## src/rtl/core/rld_pkg.sv

```systemverilog
// Shared definitions for the run list decoder.
// Holds field widths, the default field size limit and the result record.
// Used by every module of the decoder.
package rld_pkg;

	localparam int MAX_FIELD_BYTES_DEF = 8;
	localparam int NIBBLE_W = 4;
	localparam int POS_W = 3;
	localparam int WORD_W = 64;

	typedef struct packed {
		logic [WORD_W-1:0] length;
		logic [WORD_W-1:0] start;
		logic              sparse;
		logic              list_end;
		logic              format_error;
	} run_result_t;

endpackage

```

## src/rtl/core/run_list_decoder.sv

```systemverilog
// Run list decoder: one byte per request in, one result per run, list end or format error out.
// A byte taken is held in the byte register and parsed there; its result goes to the
// result register. Throughput is one byte per cycle unless run_stall holds a result,
// set by the single 64-bit cluster addition between the byte and result registers.
// Reset clears the parse state and the running cluster to zero; no clearing pass.
module run_list_decoder #(
	parameter int MAX_FIELD_BYTES = rld_pkg::MAX_FIELD_BYTES_DEF
) (
	input  logic                      clk,
	input  logic                      arst_n,
	input  logic                      byte_valid,
	output logic                      byte_stall,
	input  logic [7:0]                run_byte,
	output logic                      run_valid,
	input  logic                      run_stall,
	output logic [rld_pkg::WORD_W-1:0] run_length,
	output logic signed [rld_pkg::WORD_W-1:0] run_start_cluster,
	output logic                      run_sparse,
	output logic                      list_end,
	output logic                      format_error
);
	import rld_pkg::*;

	logic        valid_s1;
	logic [7:0]  byte_s1;
	logic        res_valid;
	run_result_t res;
	run_result_t res_out;
	logic        slot_free;
	logic        proc;

	assign proc = valid_s1 && (!res_valid || slot_free);
	assign byte_stall = valid_s1 && !proc;

	always_ff @(posedge clk or negedge arst_n) begin
		if (!arst_n) begin
			valid_s1 <= 1'b0;
		end else if (byte_valid && !byte_stall) begin
			valid_s1 <= 1'b1;
		end else if (proc) begin
			valid_s1 <= 1'b0;
		end
	end

	always_ff @(posedge clk) begin
		if (byte_valid && !byte_stall) begin
			byte_s1 <= run_byte;
		end
	end

	rld_parser #(
		.MAX_FIELD_BYTES(MAX_FIELD_BYTES)
	) u_parser (
		.clk(clk),
		.arst_n(arst_n),
		.step_en(proc),
		.byte_in(byte_s1),
		.res_valid(res_valid),
		.res(res)
	);

	rld_out_reg u_out (
		.clk(clk),
		.arst_n(arst_n),
		.load(proc && res_valid),
		.res_in(res),
		.out_stall(run_stall),
		.slot_free(slot_free),
		.out_valid(run_valid),
		.res_out(res_out)
	);

	assign run_length = res_out.length;
	assign run_start_cluster = $signed(res_out.start);
	assign run_sparse = res_out.sparse;
	assign list_end = res_out.list_end;
	assign format_error = res_out.format_error;

	a_end_err_excl: assert property (@(posedge clk) disable iff (!arst_n)
		run_valid |-> !(list_end && format_error))
		else $error("list end and format error in one result");

	a_end_zero: assert property (@(posedge clk) disable iff (!arst_n)
		(run_valid && (list_end || format_error)) |->
		(run_length == '0 && run_start_cluster == '0 && !run_sparse))
		else $error("terminating result carries run data");

	a_stall_only_busy: assert property (@(posedge clk) disable iff (!arst_n)
		byte_stall |-> (valid_s1 && run_valid && run_stall))
		else $error("input stalled without a blocked result");

endmodule

```

## src/rtl/core/rld_parser.sv

```systemverilog
// Header and field parser of the run list decoder.
// Holds the parse state and running cluster, and forms one result per run, list end or format error.
// Depends on rld_pkg.
module rld_parser #(
	parameter int MAX_FIELD_BYTES = rld_pkg::MAX_FIELD_BYTES_DEF
) (
	input  logic               clk,
	input  logic               arst_n,
	input  logic               step_en,
	input  logic [7:0]         byte_in,
	output logic               res_valid,
	output rld_pkg::run_result_t res
);
	import rld_pkg::*;

	typedef enum logic [1:0] {
		PH_HEADER,
		PH_LENGTH,
		PH_OFFSET
	} phase_t;

	phase_t              phase_q;
	logic [NIBBLE_W-1:0] left_q;
	logic [NIBBLE_W-1:0] off_size_q;
	logic [POS_W-1:0]    pos_q;
	logic [WORD_W-1:0]   len_q;
	logic [WORD_W-1:0]   delta_q;
	logic [WORD_W-1:0]   cluster_q;

	logic [WORD_W-1:0]   shifted;
	logic [WORD_W-1:0]   len_new;
	logic [WORD_W-1:0]   delta_new;
	logic [WORD_W-1:0]   delta_sext;
	logic [WORD_W-1:0]   cluster_sum;
	logic [NIBBLE_W-1:0] left_dec;
	logic [NIBBLE_W-1:0] len_sz;
	logic [NIBBLE_W-1:0] off_sz;
	logic                too_big;

	assign shifted   = {{(WORD_W-8){1'b0}}, byte_in} << {pos_q, 3'b000};
	assign len_new   = len_q | shifted;
	assign delta_new = delta_q | shifted;
	assign left_dec  = left_q - 1'b1;
	assign len_sz    = byte_in[3:0];
	assign off_sz    = byte_in[7:4];
	assign too_big   = (len_sz > NIBBLE_W'(MAX_FIELD_BYTES)) ||
		(off_sz > NIBBLE_W'(MAX_FIELD_BYTES));

	always_comb begin
		delta_sext = delta_new;
		for (int k = 1; k < 8; k++) begin
			if (off_size_q == NIBBLE_W'(k) && delta_new[8*k-1]) begin
				delta_sext = delta_new | ~((64'd1 << (8*k)) - 64'd1);
			end
		end
	end

	assign cluster_sum = cluster_q + delta_sext;

	always_comb begin
		res_valid = 1'b0;
		res = '0;
		unique case (phase_q)
			PH_LENGTH: begin
				if (left_dec == '0 && off_size_q == '0) begin
					res_valid = 1'b1;
					res.length = len_new;
					res.start = cluster_q;
					res.sparse = 1'b1;
				end
			end
			PH_OFFSET: begin
				if (left_dec == '0) begin
					res_valid = 1'b1;
					res.length = len_q;
					res.start = cluster_sum;
				end
			end
			default: begin
				if (byte_in == 8'd0) begin
					res_valid = 1'b1;
					res.list_end = 1'b1;
				end else if (too_big) begin
					res_valid = 1'b1;
					res.format_error = 1'b1;
				end
			end
		endcase
	end

	always_ff @(posedge clk or negedge arst_n) begin
		if (!arst_n) begin
			phase_q <= PH_HEADER;
			left_q <= '0;
			off_size_q <= '0;
			pos_q <= '0;
			len_q <= '0;
			delta_q <= '0;
			cluster_q <= '0;
		end else if (step_en) begin
			unique case (phase_q)
				PH_LENGTH: begin
					if (left_dec != '0) begin
						len_q <= len_new;
						pos_q <= pos_q + 1'b1;
						left_q <= left_dec;
					end else if (off_size_q == '0) begin
						phase_q <= PH_HEADER;
						left_q <= '0;
						pos_q <= '0;
						len_q <= '0;
						delta_q <= '0;
					end else begin
						phase_q <= PH_OFFSET;
						len_q <= len_new;
						left_q <= off_size_q;
						pos_q <= '0;
						delta_q <= '0;
					end
				end
				PH_OFFSET: begin
					if (left_dec != '0) begin
						delta_q <= delta_new;
						pos_q <= pos_q + 1'b1;
						left_q <= left_dec;
					end else begin
						phase_q <= PH_HEADER;
						left_q <= '0;
						pos_q <= '0;
						len_q <= '0;
						delta_q <= '0;
						cluster_q <= cluster_sum;
					end
				end
				default: begin
					if (byte_in == 8'd0 || too_big) begin
						phase_q <= PH_HEADER;
						left_q <= '0;
						off_size_q <= '0;
						pos_q <= '0;
						len_q <= '0;
						delta_q <= '0;
						cluster_q <= '0;
					end else begin
						off_size_q <= off_sz;
						len_q <= '0;
						delta_q <= '0;
						pos_q <= '0;
						if (len_sz != '0) begin
							phase_q <= PH_LENGTH;
							left_q <= len_sz;
						end else begin
							phase_q <= PH_OFFSET;
							left_q <= off_sz;
						end
					end
				end
			endcase
		end
	end

endmodule

```

## src/rtl/core/rld_out_reg.sv

```systemverilog
// Result register of the run list decoder.
// Holds one decoded result until the downstream side takes it.
// Depends on rld_pkg.
module rld_out_reg (
	input  logic                 clk,
	input  logic                 arst_n,
	input  logic                 load,
	input  rld_pkg::run_result_t res_in,
	input  logic                 out_stall,
	output logic                 slot_free,
	output logic                 out_valid,
	output rld_pkg::run_result_t res_out
);
	import rld_pkg::*;

	logic        valid_q;
	run_result_t res_q;

	assign slot_free = !valid_q || !out_stall;
	assign out_valid = valid_q;
	assign res_out = res_q;

	always_ff @(posedge clk or negedge arst_n) begin
		if (!arst_n) begin
			valid_q <= 1'b0;
		end else if (load) begin
			valid_q <= 1'b1;
		end else if (!out_stall) begin
			valid_q <= 1'b0;
		end
	end

	always_ff @(posedge clk) begin
		if (load) begin
			res_q <= res_in;
		end
	end

endmodule
```

## config.mk

```make
export PLATFORM = sky130hd
export DESIGN_NAME = run_list_decoder
export DESIGN_NICKNAME = d
export VERILOG_FILES = /design/src/rtl/core/rld_pkg.sv /design/src/rtl/core/run_list_decoder.sv /design/src/rtl/core/rld_parser.sv /design/src/rtl/core/rld_out_reg.sv
export SDC_FILE = /design/constraint.sdc
export NUM_CORES = 1
export LEC_CHECK = 0
export ABC_AREA = 1
export BUFFER_PORTS_ARGS = -buffer_cell sky130_fd_sc_hd__buf_4
export CAP_MARGIN = 20
export CORE_MARGIN = 2
export CORE_UTILIZATION = 37
export CTS_BUF_LIST = sky130_fd_sc_hd__clkbuf_16
export CTS_CLUSTER_SIZE = 28
export DETAILED_ROUTE_END_ITERATION = 6
export HOLD_SLACK_MARGIN = 0.1
export PLACE_DENSITY = 0.61
export SETUP_SLACK_MARGIN = 0.5
export SYNTH_ARGS = -nofsm -noshare
export SYNTH_HDL_FRONTEND = slang
export SYNTH_SLANG_ARGS = --single-unit
```

## constraint.sdc

```tcl
create_clock -name clk -period 7.5 [get_ports clk]
set_input_delay 1.125 -clock clk [delete_from_list [all_inputs] [get_ports clk]]
set_output_delay 1.125 -clock clk [all_outputs]
set_load 0.1 [all_outputs]
```

# Word-level counts from Yosys, hierarchy flattened
# Index checks and enable logic that the tools add are counted.
dict set report word_totals {
  regBits 346
  in_bits 12
  out_inout_bits 133
}
dict set report op_classes {
  n_addsub 3
  order_cmp 2
  eq_ne 12
  shift 1
  n_mux 44
  n_bitwise 4
  n_reduce_logical 35
}
# op n
set ops {}
lappend ops {{$mux 64} 13}
lappend ops {{$pmux 64 s2} 3}
lappend ops {{$pmux 128 s2} 1}
lappend ops {{$mux 129} 1}
lappend ops {{$mux 128} 1}
lappend ops {{$or 64x64->64} 2}
lappend ops {{$add 64x64->64} 1}
lappend ops {{$shl 8x6->64} 1}
lappend ops {{$mux 4} 6}
lappend ops {{$eq 4x3->1 const B} 4}
lappend ops {{$logic_and 1x1->1} 12}
lappend ops {{$mux 2} 5}
lappend ops {{$mux 1} 9}
lappend ops {{$eq 4x2->1 const B} 2}
lappend ops {{$gt 4x4->1 const B} 2}
lappend ops {{$logic_not 4->1} 2}
lappend ops {{$logic_not 8->1} 1}
lappend ops {{$pmux 4 s2} 1}
lappend ops {{$reduce_bool 4->1} 2}
lappend ops {{$mux 3} 2}
lappend ops {{$reduce_and 2->1} 3}
lappend ops {{$logic_not 1->1} 5}
lappend ops {{$eq 4x1->1 const B} 1}
lappend ops {{$logic_or 1x1->1} 4}
lappend ops {{14 further kinds} 17}

# Logic depth before layout (Yosys ltp)
# Gate-level depths: netlist of the first run.
dict set report depth {
  depth_word 13
  ltp_mapped 26
  ltp_nobuf 24
}

# Cells and area by module
# From an unflattened synthesis of the first run, not the netlist that was laid out.
dict set report hier_totals {
  cells_unflattened 2917
  hier_area_um2 21359.2
}
# mod n_inst cells_per_inst area_each_um2
set by_module_without_submodules {}
lappend by_module_without_submodules {rld_parser 1 2762 17068.9}
lappend by_module_without_submodules {rld_out_reg 1 135 3975.1}
lappend by_module_without_submodules {run_list_decoder 1 20 315.3}

# Worst setup path before layout of the first run
# No wires, ideal clock.
dict set report synth_timing {
  path_kind {input port to flip-flop}
  start {input run_stall}
  end {register u_out.res_q (netlist bit u_out.res_out[0]) (enable)}
  setup_ns 0.484
  arrival_ns 4.409
  t_required_ns 7.016
  setup_slack_ns 2.606
  stages 7
  path_cell_list {nand2_1 > nand3b_4 > nand2_4 > inv_1 > buf_2 > nand3_1 > inv_1}
}
dict set report synth_between {
  elab_chain_len 5
}
# element line_no
set synth_lines {}
lappend synth_lines {{start, declared} run_list_decoder.sv:15} ;# input logic run_stall,
lappend synth_lines {{$logic_not 1->1} rld_out_reg.sv:19} ;# assign slot_free = !valid_q || !out_stall;
lappend synth_lines {{$logic_or 1x1->1} rld_out_reg.sv:19}
lappend synth_lines {{$logic_or 1x1->1} run_list_decoder.sv:32} ;# assign proc = valid_s1 && (!res_valid || slot_free);
lappend synth_lines {{$logic_and 1x1->1} run_list_decoder.sv:32}
lappend synth_lines {{$logic_and 1x1->1} run_list_decoder.sv:65} ;# .load(proc && res_valid),
lappend synth_lines {{named net u_out.load} rld_out_reg.sv:7} ;# input logic load,
lappend synth_lines {{end signal, assigned} rld_out_reg.sv:35} ;# res_q <= res_in;
lappend synth_lines {{end, declared} rld_out_reg.sv:17} ;# run_result_t res_q;
# The timed path passes the listed nets, and every way through them passes these cells.
# A chain may end at the register's enable or synchronous reset.

==> metrics.md, run 1 <==
| Metric | Value |
|---|---|
| Status | `completed` |
| Peak Freq | `175.3 MHz` |
| Die Height | `249.0 um` |
| WS Path Type | `flop to flop` |
| Most frequent cells in the layout | `nand2_1, inv_1, dfrtp_1` |
| Synth warnings | `0` |
| Synth Area in Simple Gates | `31.46%` |
| First-pass DRT Iterations | `6` |
| Yosys reg bits | `346` |
| Post-Syn Area | `0.02220 mm2` |
| Later-pin clock latency in the skew report | `0.59 ns` |
| Mapped Cells | `3081` |
| First-pass GRT wire length | `115300 um` |
| Initial antenna violation count | `0` |
| Total gr overflow | `0` |
| Setup crit end kind | `flop` |
| Number of global-route vias before repair | `19140` |
| Worst path top cell family by delay | `simple AND/OR/NAND/NOR gates` |
| Largest family of logic cells by synthesized area | `simple AND/OR/NAND/NOR gates` |
| Post-CTS setup buffer count | `0` |
| Die width | `249.0 um` |
| Slew headroom | `26.71%` |
| Met1 wire length | `34940 um` |
| CP cell instances | `clkinv_1 > nand4_1 > nand2_1 > nand2_2 > nand3_2 > nor2_2 > nand2_1 > clkinv_1 > nand3_1 > ha_1 > nand2_1 > inv_1 > nand2_1 > nor2_1 > nand3_1 > nand3b_1 > nand2_1 > nand2_1 > nand3_1 > a21oi_1` |
| Post-cts sizing count | `0` |
| Total Power | `9042 uW` |
| Compound-Gate Fraction of Synth Area | `11.77%` |
| Crit path DAT | `6.02 ns` |
| Pleak | `0.01209 uW` |
| Critical-path maximum fanout | `27` |
| Dpl hpwl | `54800 um` |
| Die area | `0.06198 mm2` |
| Slowest-stage cell, CP | `dfrtp_1` |
| Area growth syn-to-layout | `13.61%` |
| Proportion of synthesized area in mux cells | `0%` |
| Final ANT Viol Nets | `0` |
| Critical path required time | `7.81 ns` |
| Htree depth | `2` |
| Initial DRC Count | `2318` |
| Avg Inst Size Synth | `7.205 um2` |
| Power density over cell area | `358.5 mW/mm2` |
| WL met3 | `4961 um` |
| Flop2flop setup slack | `1.79 ns` |
| Residual DRC | `0` |
| # hold bufs at CTS | `0` |
| WL met2 | `32440 um` |
| Adder-Cell Fraction of Synth Area | `4.543%` |
| CTS max path bufs | `3` |
| RSZ-0062 raised after global routing | `false` |
| Maxcap violations | `0` |
| # diodes | `0` |
| Period utilisation layout | `76.07%` |
| CTS Buf Count | `41` |
| Post-synthesis cell type count | `43` |
| Final WL | `75060 um` |
| Port Buffer Count | `144` |
| Core region area | `0.05913 mm2` |
| Reg clk slew, reported paths | `0.06 ns` |
| Io pins | `145` |
| Max Slew Vio Count | `0` |
| HP Class | `flop to flop` |
| Via density | `5.204` |
| WL/cell | `18.90 um` |
| CTS tree | `done` |
| Worst vdd ir | `0.2275 mV` |
| DR top layer | `met4` |
| Largest net degree at the start of global routing | `87` |
| Register area share after synthesis | `42.13%` |
| Number of buffer and inverter stages on the critical path | `3` |
| Least-Margin Pin Slew | `1.099 ns` |
| Synth Area in XOR/XNOR | `1.105%` |
| Most frequent CP cell | `nand2_1` |
| Hold Vio Cnt, Final | `0` |
| Starting Density | `37.54%` |
| Via count | `20670` |
| Share of cells above drive strength 1 | `10.44%` |
| Row count | `89` |
| Startpoint Class | `flop` |
| Layout Nets | `3258` |
| CTS root buffer | `clkbuf_16` |
| Worst Skew | `0.02379 ns` |
| GRT Resource Usage Total | `23.90%` |
| TNS Setup | `0 ns` |
| GPL Wtd Cong | `0.9820` |
| Clk sinks | `346` |
| Crit-path max cell delay | `0.88 ns` |
| Minimum clock period | `5.705 ns` |
| Mapped Nets | `3173` |
| Commonest non-fill, non-tap cell in the layout | `nand2_1` |
| Finish-stage setup viols | `0` |
## cell families (layout without fill, tap and decap cells)
family / after synthesis / after routing
AND/OR/NAND/NOR: 1653 / 1653
AO/OA/AOI/OAI: 488 / 488
buffers and inverters: 486 / 604
flip-flops: 346 / 346
adder cells (fa/ha/maj): 80 / 80
XOR/XNOR: 28 / 28
## area by class of cell
cell class                      count  area, um2
Sequential cell                   346       9354
Inverter                          368       1393
Tap cell                          773      967.2
Fill cell                        6134      33910
Clock buffer                       42       1051
Timing Repair Buffer              160       1207
Multi-Input combinational cell   2249      10850
Clock inverter                     34      395.4
## registers in the layout (all words and copies together) (netlist names)
register,flops
u_parser.pos_q,3
u_parser.off_size_q,4
u_parser.cluster_q,64
u_out.res_out,131
byte_s1,8
u_parser.phase_q,2
u_parser.left_q,4
u_parser.len_q,64
u_parser.delta_q,64
u_out.out_valid,1
valid_s1,1
## worst reg2reg max path, cell delays in order, from the launching register on
cell and delay, ns:
dfrtp_1 0.88, clkinv_1 0.64, nand4_1 0.31, nand2_1 0.15
nand2_2 0.20, nand3_2 0.14, nor2_2 0.43, nand2_1 0.20
clkinv_1 0.26, nand3_1 0.27, ha_1 0.44, nand2_1 0.07
inv_1 0.09, nand2_1 0.16, nor2_1 0.24, nand3_1 0.25
nand3b_1 0.38, nand2_1 0.14, nand2_1 0.07, nand3_1 0.07
a21oi_1 0.07
## synthesized netlist by cell type
master    number  area (um2)
nand2_1     1092        4099
inv_1        353        1325
dfrtp_1      207        5180
nor2_1       203       762.0
a21oi_1      190       950.9
o21ai_0      182       910.9
nand3_1      173       865.8
edfxtp_1     139        4174
ha_1          79       988.5
o21ai_1       67       335.3
clkbuf_1      62       232.7
nand3b_1      52       390.4
nand2_2       35       219.0
nand4_1       30       187.7
o21ai_2       30       262.8
nor3_1        28       140.1
buf_2         24       120.1
xor2_1        22       192.7
or2_2         17       106.4
buf_6         15       168.9
buf_1         12       45.04
o21bai_1      12       90.09
inv_2         10       37.54
nor4_1         7       43.79
xnor2_1        6       52.55
buf_4          4       30.03
clkinv_1       4       15.01
nor2_2         4       25.02
nand3_2        3       30.03
nor2_4         3       33.78
o21a_1         3       22.52
o211ai_1       2       15.01
a21oi_4        1       16.27
and2_1         1       6.260
buf_8          1       15.01
fa_1           1       20.02
inv_4          1       6.260
nand2_4        1       11.26
nand2b_1       1       6.260
nand3_4        1       17.52
nand3b_4       1       20.02
nor2_8         1       20.02
o32ai_1        1       8.760
## report_power, final
part	total, uW	leakage (uW)	internal [uW]	switching [uW]
combinational	4270	0.00714	758	3510
clock	2180	0.000716	1300	881
sequential	2590	0.00423	2390	203
## metal layers
metal	GRT usage, %	up-vias
li1	-	10096
met1	35.12	9661
met2	35.85	775
met3	2.905	138
met4	9.004	0
met5	0	-
## per-stage QoR
step                      area, um2  utilization (%)  hold slack [ns]  setup slack (ns)  cells
after floorplan               22200                -           0.4457             2.606   3081
after global placement        23770            40.21           0.4586             2.022   3896
after detailed placement      23770            40.21           0.4661             2.025   3896
after CTS                     25220            42.65           0.4814             1.984   3972
after global routing          25220            42.65           0.5039             1.444   3972
final                         25220            42.65           0.4791             1.795   3972
## final timing paths
kind / end / cells past startpoint / startpoint
min in group asynchronous: u_parser.cluster_q[42] / 1 / arst_n
max in group asynchronous: u_parser.delta_q[19] / 2 / arst_n
worst min-delay path: u_parser.delta_q[4] / 2 / u_parser.delta_q[4]
worst max-delay path: u_out.res_out[57] / 20 / u_parser.pos_q[1]
worst min register to register: u_parser.delta_q[4] / 2 / u_parser.delta_q[4]
worst max register to register: u_out.res_out[57] / 20 / u_parser.pos_q[1]
No activity file was read; power rests on OpenSTA's default activity.
==> run 2, diff against run 1 <==
==> constraint.sdc (replaced) <==
create_clock -name clk -period 5.5 [get_ports clk]
set_input_delay 0.825 -clock clk [delete_from_list [all_inputs] [get_ports clk]]
set_output_delay 0.825 -clock clk [all_outputs]
set_load 0.1 [all_outputs]
==> metrics.md, run 2 (synthesized netlist as in run 1, its figures left out) <==
| Metric | Value |
|---|---|
| Area of the multi-input gates | `0.01085 mm2` |
| Power density over cell area | `481.8 mW/mm2` |
| Port Buffer Count | `144` |
| CTS max path bufs | `3` |
| Htree depth | `2` |
| Final WL | `77980 um` |
| GPL Wtd Cong | `1.019` |
| Critical R2R Capture | `u_out.res_out[66]` |
| # hold bufs at CTS | `0` |
| Via count | `20636` |
| Worst Skew | `0.03653 ns` |
| Peak Freq | `213.8 MHz` |
| Most frequent cells in the layout | `nand2_1, inv_1, dfrtp_1` |
| Starting Density | `37.54%` |
| Slew headroom | `27.72%` |
| Die area | `0.06198 mm2` |
| Least-Margin Pin Slew | `1.084 ns` |
| Period utilisation layout | `85.03%` |
| Area growth syn-to-layout | `13.75%` |
| Layout Nets | `3276` |
| WL/cell | `19.55 um` |
| Critical path required time | `5.79 ns` |
| Flop2flop setup slack | `0.82 ns` |
| First-pass DRT Iterations | `6` |
| FILL cells | `6167` |
| Core region area | `0.05913 mm2` |
| Reg2Reg Depth | `22` |
| Io pins | `145` |
| Number of buffer and inverter stages on the critical path | `4` |
| Residual DRC | `0` |
| Worst vdd ir | `0.3161 mV` |
| Most frequent CP cell | `nand2_1` |
| Post-cts sizing count | `0` |
| RSZ-0062 raised after global routing | `false` |
| Slowest-stage cell, CP | `dfrtp_1` |
| Finished Core Util | `42.71%` |
| First-pass GRT wire length | `118500 um` |
| GRT Resource Usage Total | `24.89%` |
| Largest register FFs | `131` |
| Reg clk slew, reported paths | `0.06 ns` |
| Max Slew Vio Count | `0` |
| Switching power | `6263 uW` |
| Die Height | `249.0 um` |
| CP cell instances | `inv_2 > nand4_1 > nand2_1 > nand2_2 > nand3_2 > nor2_2 > nand2_1 > clkinv_1 > buf_4 > nand3_1 > ha_1 > nand2_1 > inv_1 > nand2_1 > nor3_1 > nand2_1 > nor3_1 > nand2_1 > nand2_1 > nand2_1 > nand3_1 > a21oi_1` |
| Final hold slack | `0.2634 ns` |
| Crit-path max cell delay | `0.55 ns` |
| Row count | `89` |
| Via density | `5.173` |
| Share of cells above drive strength 1 | `10.70%` |
| Dpl hpwl | `58380 um` |
| Cell Area, Placed | `0.02397 mm2` |
| CTS root buffer | `clkbuf_16` |
| # diodes | `0` |
| Startpoint Class | `flop` |
| Status | `completed` |
| Initial antenna violation count | `0` |
| Maxcap violations | `0` |
| Flop pwr share | `28.8%` |
| Largest net degree at the start of global routing | `87` |
| Switching share of power | `51.48%` |
| Crit path DAT | `4.96 ns` |
| Setup crit end kind | `flop` |
| Internal power | `5904 uW` |
| Later-pin clock latency in the skew report | `0.59 ns` |
| Clk sinks | `346` |
| R2R Path Start | `u_parser.pos_q[2]` |
| WS Path Type | `flop to flop` |
| Critical-path maximum fanout | `27` |
| Clock Power Share | `22.0%` |
| Post-placement cell count | `3914` |
| Finish-stage setup viols | `0` |
| FF/Latch Area | `0.009354 mm2` |
| Initial DRC Count | `2107` |
| Post-CTS setup buffer count | `0` |
| Die width | `249.0 um` |
| HP Class | `input pin to async pin` |
| Layout Cells excl Fill | `3989` |
| Commonest non-fill, non-tap cell in the layout | `nand2_1` |
| Part of the power in combinational logic | `49.1%` |
| Final instance area | `0.02525 mm2` |
| CTS tree | `done` |
| TNS Setup | `0 ns` |
| Worst path top cell family by delay | `simple AND/OR/NAND/NOR gates` |
| Hold Vio Cnt, Final | `0` |
| Total gr overflow | `0` |
| Number of global-route vias before repair | `19219` |
| CTS Buf Count | `41` |
| Final ANT Viol Nets | `0` |
| Minimum clock period | `4.677 ns` |
| Pleak | `0.01215 uW` |
## run 2: cell count changes in the layout (fill, tap and decap cells not counted), sizes merged
cell and delta:
clkinvlp -4, clkinv +3, bufinv -4, clkbuf -1
inv +5, buf +18
## run 2: area by class of cell
cell class | count | area share [%]
inverters | 368 | 5.520
repair buffers | 178 | 5.564
clock inverters | 34 | 1.006
well taps | 773 | 3.830
multi-input cells | 2249 | 42.98
clock buffers | 41 | 4.063
flip-flops and latches | 346 | 37.04
## run 2: power groups by stage
stage	Sequential [uW]	Combinational (uW)	Clock (uW)
6_report	3510	5980	2680
5_1_grt	3560	6300	2850
4_1_cts	3510	5970	2750
3_5_place_dp	3550	5960	0
3_3_place_gp	3560	5950	0
2_1_floorplan	5770	2270	0
## run 2: how the worst max path moves through the flow
| stage | startpoint | endpoint | cells after the start |
|---|---|---|---|
| finish | u_parser.pos_q[2] | u_out.res_out[66] | 22 |
| global route | u_parser.pos_q[2] | u_out.res_out[56] | 19 |
| CTS | u_parser.pos_q[2] | u_out.res_out[66] | 22 |
| detailed placement | u_parser.pos_q[2] | u_out.res_out[66] | 22 |
| global placement | u_parser.pos_q[2] | u_out.res_out[58] | 21 |
| floorplan | u_parser.phase_q[0] | u_out.res_out[0] | 12 |
## run 2: worst reg2reg max path, delay by kind of cell (launching register included)
family / cells / cell delay [ns]
adders and majority gates: 1 / 0.44
AOI/OAI and AO/OA: 1 / 0.09
and+or+nand+nor: 16 / 2.67
buffers and inverters: 4 / 0.64
DFF: 1 / 0.55
## run 2: per-layer routing
metal / vias up / routed length, um / GRT usage [%]
li1: 10125 / - / -
met1: 9647 / 36070 / 36.07
met2: 749 / 34460 / 38.49
met3: 115 / 5151 / 3.459
met4: 0 / 2291 / 7.498
met5: - / 0 / 0
## run 2: through the flow
step / total power (uW) / worst slack (ns)
5_1_grt: 12700 / 0.5361
2_1_floorplan: 8044 / 0.6342
3_3_place_gp: 9516 / 0.8813
3_5_place_dp: 9517 / 0.9637
6_report: 12170 / 0.8232
4_1_cts: 12240 / 0.9337
==> run 3, diff against run 2 <==
--- a/config.mk
+++ b/config.mk
@@ -7,13 +7,14 @@
 export LEC_CHECK = 0
 export ABC_AREA = 1
 export BUFFER_PORTS_ARGS = -buffer_cell sky130_fd_sc_hd__buf_4
-export CAP_MARGIN = 20
+export CAP_MARGIN = 5
 export CORE_MARGIN = 2
 export CORE_UTILIZATION = 37
 export CTS_BUF_LIST = sky130_fd_sc_hd__clkbuf_16
 export CTS_CLUSTER_SIZE = 28
 export DETAILED_ROUTE_END_ITERATION = 6
 export HOLD_SLACK_MARGIN = 0.1
+export MAX_ROUTING_LAYER = met4
 export PLACE_DENSITY = 0.61
 export SETUP_SLACK_MARGIN = 0.5
 export SYNTH_ARGS = -nofsm -noshare
==> metrics.md, run 3 (synthesized netlist as in run 1, its figures left out) <==
| Metric | Value |
|---|---|
| GRT Resource Usage Total | `25.16%` |
| Worst path top cell family by delay | `simple AND/OR/NAND/NOR gates` |
| Maxcap violations | `0` |
| Final instance area | `0.02532 mm2` |
| Die area | `0.06198 mm2` |
| R2R Path Start | `u_parser.pos_q[0]` |
| # hold bufs at CTS | `0` |
| Number of global-route vias before repair | `19243` |
| TNS Setup | `0 ns` |
| Later-pin clock latency in the skew report | `0.58 ns` |
| Cell Area, Placed | `0.02396 mm2` |
| Critical-path maximum fanout | `27` |
| Failing checks | `DRC` |
| Setup crit end kind | `flop` |
| CTS Buf Count | `41` |
| Most frequent cells in the layout | `nand2_1, inv_1, dfrtp_1` |
| Worst Skew | `0.02008 ns` |
| Setup crit start | `u_parser.pos_q[0]` |
| Pleak | `0.01215 uW` |
| FILL cells | `6058` |
| Slew headroom | `26.58%` |
| Most frequent CP cell | `nand2_1` |
| CTS max path bufs | `3` |
| Port Buffer Count | `144` |
| Reg clk slew, reported paths | `0.06 ns` |
| First-pass GRT wire length | `117200 um` |
| Commonest non-fill, non-tap cell in the layout | `nand2_1` |
| Post-placement cell count | `3911` |
| Io pins | `145` |
| Crit path DAT | `4.91 ns` |
| Grt met2 use | `38.11%` |
| Crit-path max cell delay | `0.59 ns` |
| Finished Core Util | `42.82%` |
| Startpoint Class | `flop` |
| Htree depth | `2` |
| Reg2Reg Depth | `18` |
| Total gr overflow | `0` |
| Via density | `5.161` |
| Layout Cells excl Fill | `3986` |
| Grt met1 use | `35.40%` |
| Minimum clock period | `4.637 ns` |
| RSZ-0062 raised after global routing | `false` |
| Largest net degree at the start of global routing | `132` |
| Die Height | `249.0 um` |
| Post-cts sizing count | `0` |
| Worst setup margin | `0.8625 ns` |
| Number of buffer and inverter stages on the critical path | `3` |
| Layout Nets | `3273` |
| CTS tree | `done` |
| Peak Freq | `215.6 MHz` |
| Hold Vio Cnt, Final | `0` |
| Critical path required time | `5.77 ns` |
| WS Path Type | `flop to flop` |
| First-pass DRT Iterations | `7` |
| Clk sinks | `346` |
| Power density over cell area | `485.7 mW/mm2` |
| Final WL | `76960 um` |
| Slowest-stage cell, CP | `nor3_1` |
| GR peak layer | `met2` |
| Status | `finished, violations left` |
| Met3 usage | `2.989%` |
| Least-Margin Pin Slew | `1.101 ns` |
| CP cell instances | `inv_2 > nand4_1 > nand2_1 > nand2_2 > nand3_2 > nor2_2 > buf_4 > nand2_1 > ha_1 > nand2_1 > nor2_1 > inv_1 > nor3_1 > nand3_1 > nand3_1 > nand2_1 > nand3_1 > a21oi_1` |
| Share of cells above drive strength 1 | `10.83%` |
| Flop2flop setup slack | `0.86 ns` |
| CTS root buffer | `clkbuf_16` |
| Stages on worst setup path | `18` |
| Max Slew Vio Count | `0` |
| CP Capture Point | `u_out.res_out[41]` |
| Post-CTS setup buffer count | `0` |
| Dpl hpwl | `57210 um` |
| Starting Density | `37.54%` |
| # diodes | `0` |
| Initial DRC Count | `1931` |
| Residual DRC | `1` |
| Final ANT Viol Nets | `0` |
| Initial antenna violation count | `0` |
| Post-placement worst setup slack | `0.9696 ns` |
| Worst vdd ir | `0.4336 mV` |
| Via count | `20572` |
| Period utilisation layout | `84.32%` |
| WL/cell | `19.31 um` |
| Die width | `249.0 um` |
| Finish-stage setup viols | `0` |
| GPL Wtd Cong | `1.003` |
| HP Class | `input pin to async pin` |
| Core region area | `0.05913 mm2` |
| Area growth syn-to-layout | `14.04%` |
| Largest register FFs | `131` |
| Critical R2R Capture | `u_out.res_out[41]` |
| Row count | `89` |
[run 3: cell type report]
| cell class | instances | area [um2] | share of cell area [%] |
|---|---|---|---|
| Multi-Input combinational cell | 2249 | 10850 | 42.87 |
| Clock inverter | 34 | 329.1 | 1.300 |
| Inverter | 368 | 1393 | 5.501 |
| Clock buffer | 41 | 1026 | 4.053 |
| Sequential cell | 346 | 9354 | 36.95 |
| Tap cell | 773 | 967.2 | 3.820 |
| Timing Repair Buffer | 175 | 1395 | 5.511 |
[run 3: worst min-delay path by stage]
stage / slack (ns) / start / cells after the start / endpoint
after CTS: 0.31 / arst_n / 1 / u_parser.cluster_q[44]
after global placement: 0.46 / u_parser.delta_q[5] / 2 / u_parser.delta_q[5]
after floorplan: 0.45 / u_parser.delta_q[3] / 2 / u_parser.delta_q[3]
after global routing: 0.35 / arst_n / 1 / u_parser.cluster_q[44]
final: 0.31 / arst_n / 1 / u_parser.cluster_q[41]
after detailed placement: 0.47 / u_parser.delta_q[3] / 2 / u_parser.delta_q[3]
[run 3: layer usage]
metal,part of all wire [%],up-vias
met5,0,-
met4,3.0,0
met3,5.7,129
met2,44,652
met1,47,9676
li1,-,10115
[run 3: worst reg2reg max path, stage by stage, from the launching register on]
cell and delay, ns:
dfrtp_1 0.56, inv_2 0.28, nand4_1 0.21, nand2_1 0.12
nand2_2 0.22, nand3_2 0.14, nor2_2 0.13, buf_4 0.19
nand2_1 0.17, ha_1 0.44, nand2_1 0.12, nor2_1 0.26
inv_1 0.13, nor3_1 0.59, nand3_1 0.28, nand3_1 0.22
nand2_1 0.11, nand3_1 0.09, a21oi_1 0.08
[run 3: through the flow]
stage                     hold slack (ns)  total power, uW
final                              0.3051            12300
after global routing               0.3477            12810
after global placement             0.4581             9528
after floorplan                    0.4457             8044
after CTS                          0.3108            12360
after detailed placement           0.4655             9507
[run 3: power by group]
group          internal, uW  switching (uW)
Clock                  1640            1170
Sequential             3250             261
Combinational          1110            4860
Total                  6010            6290
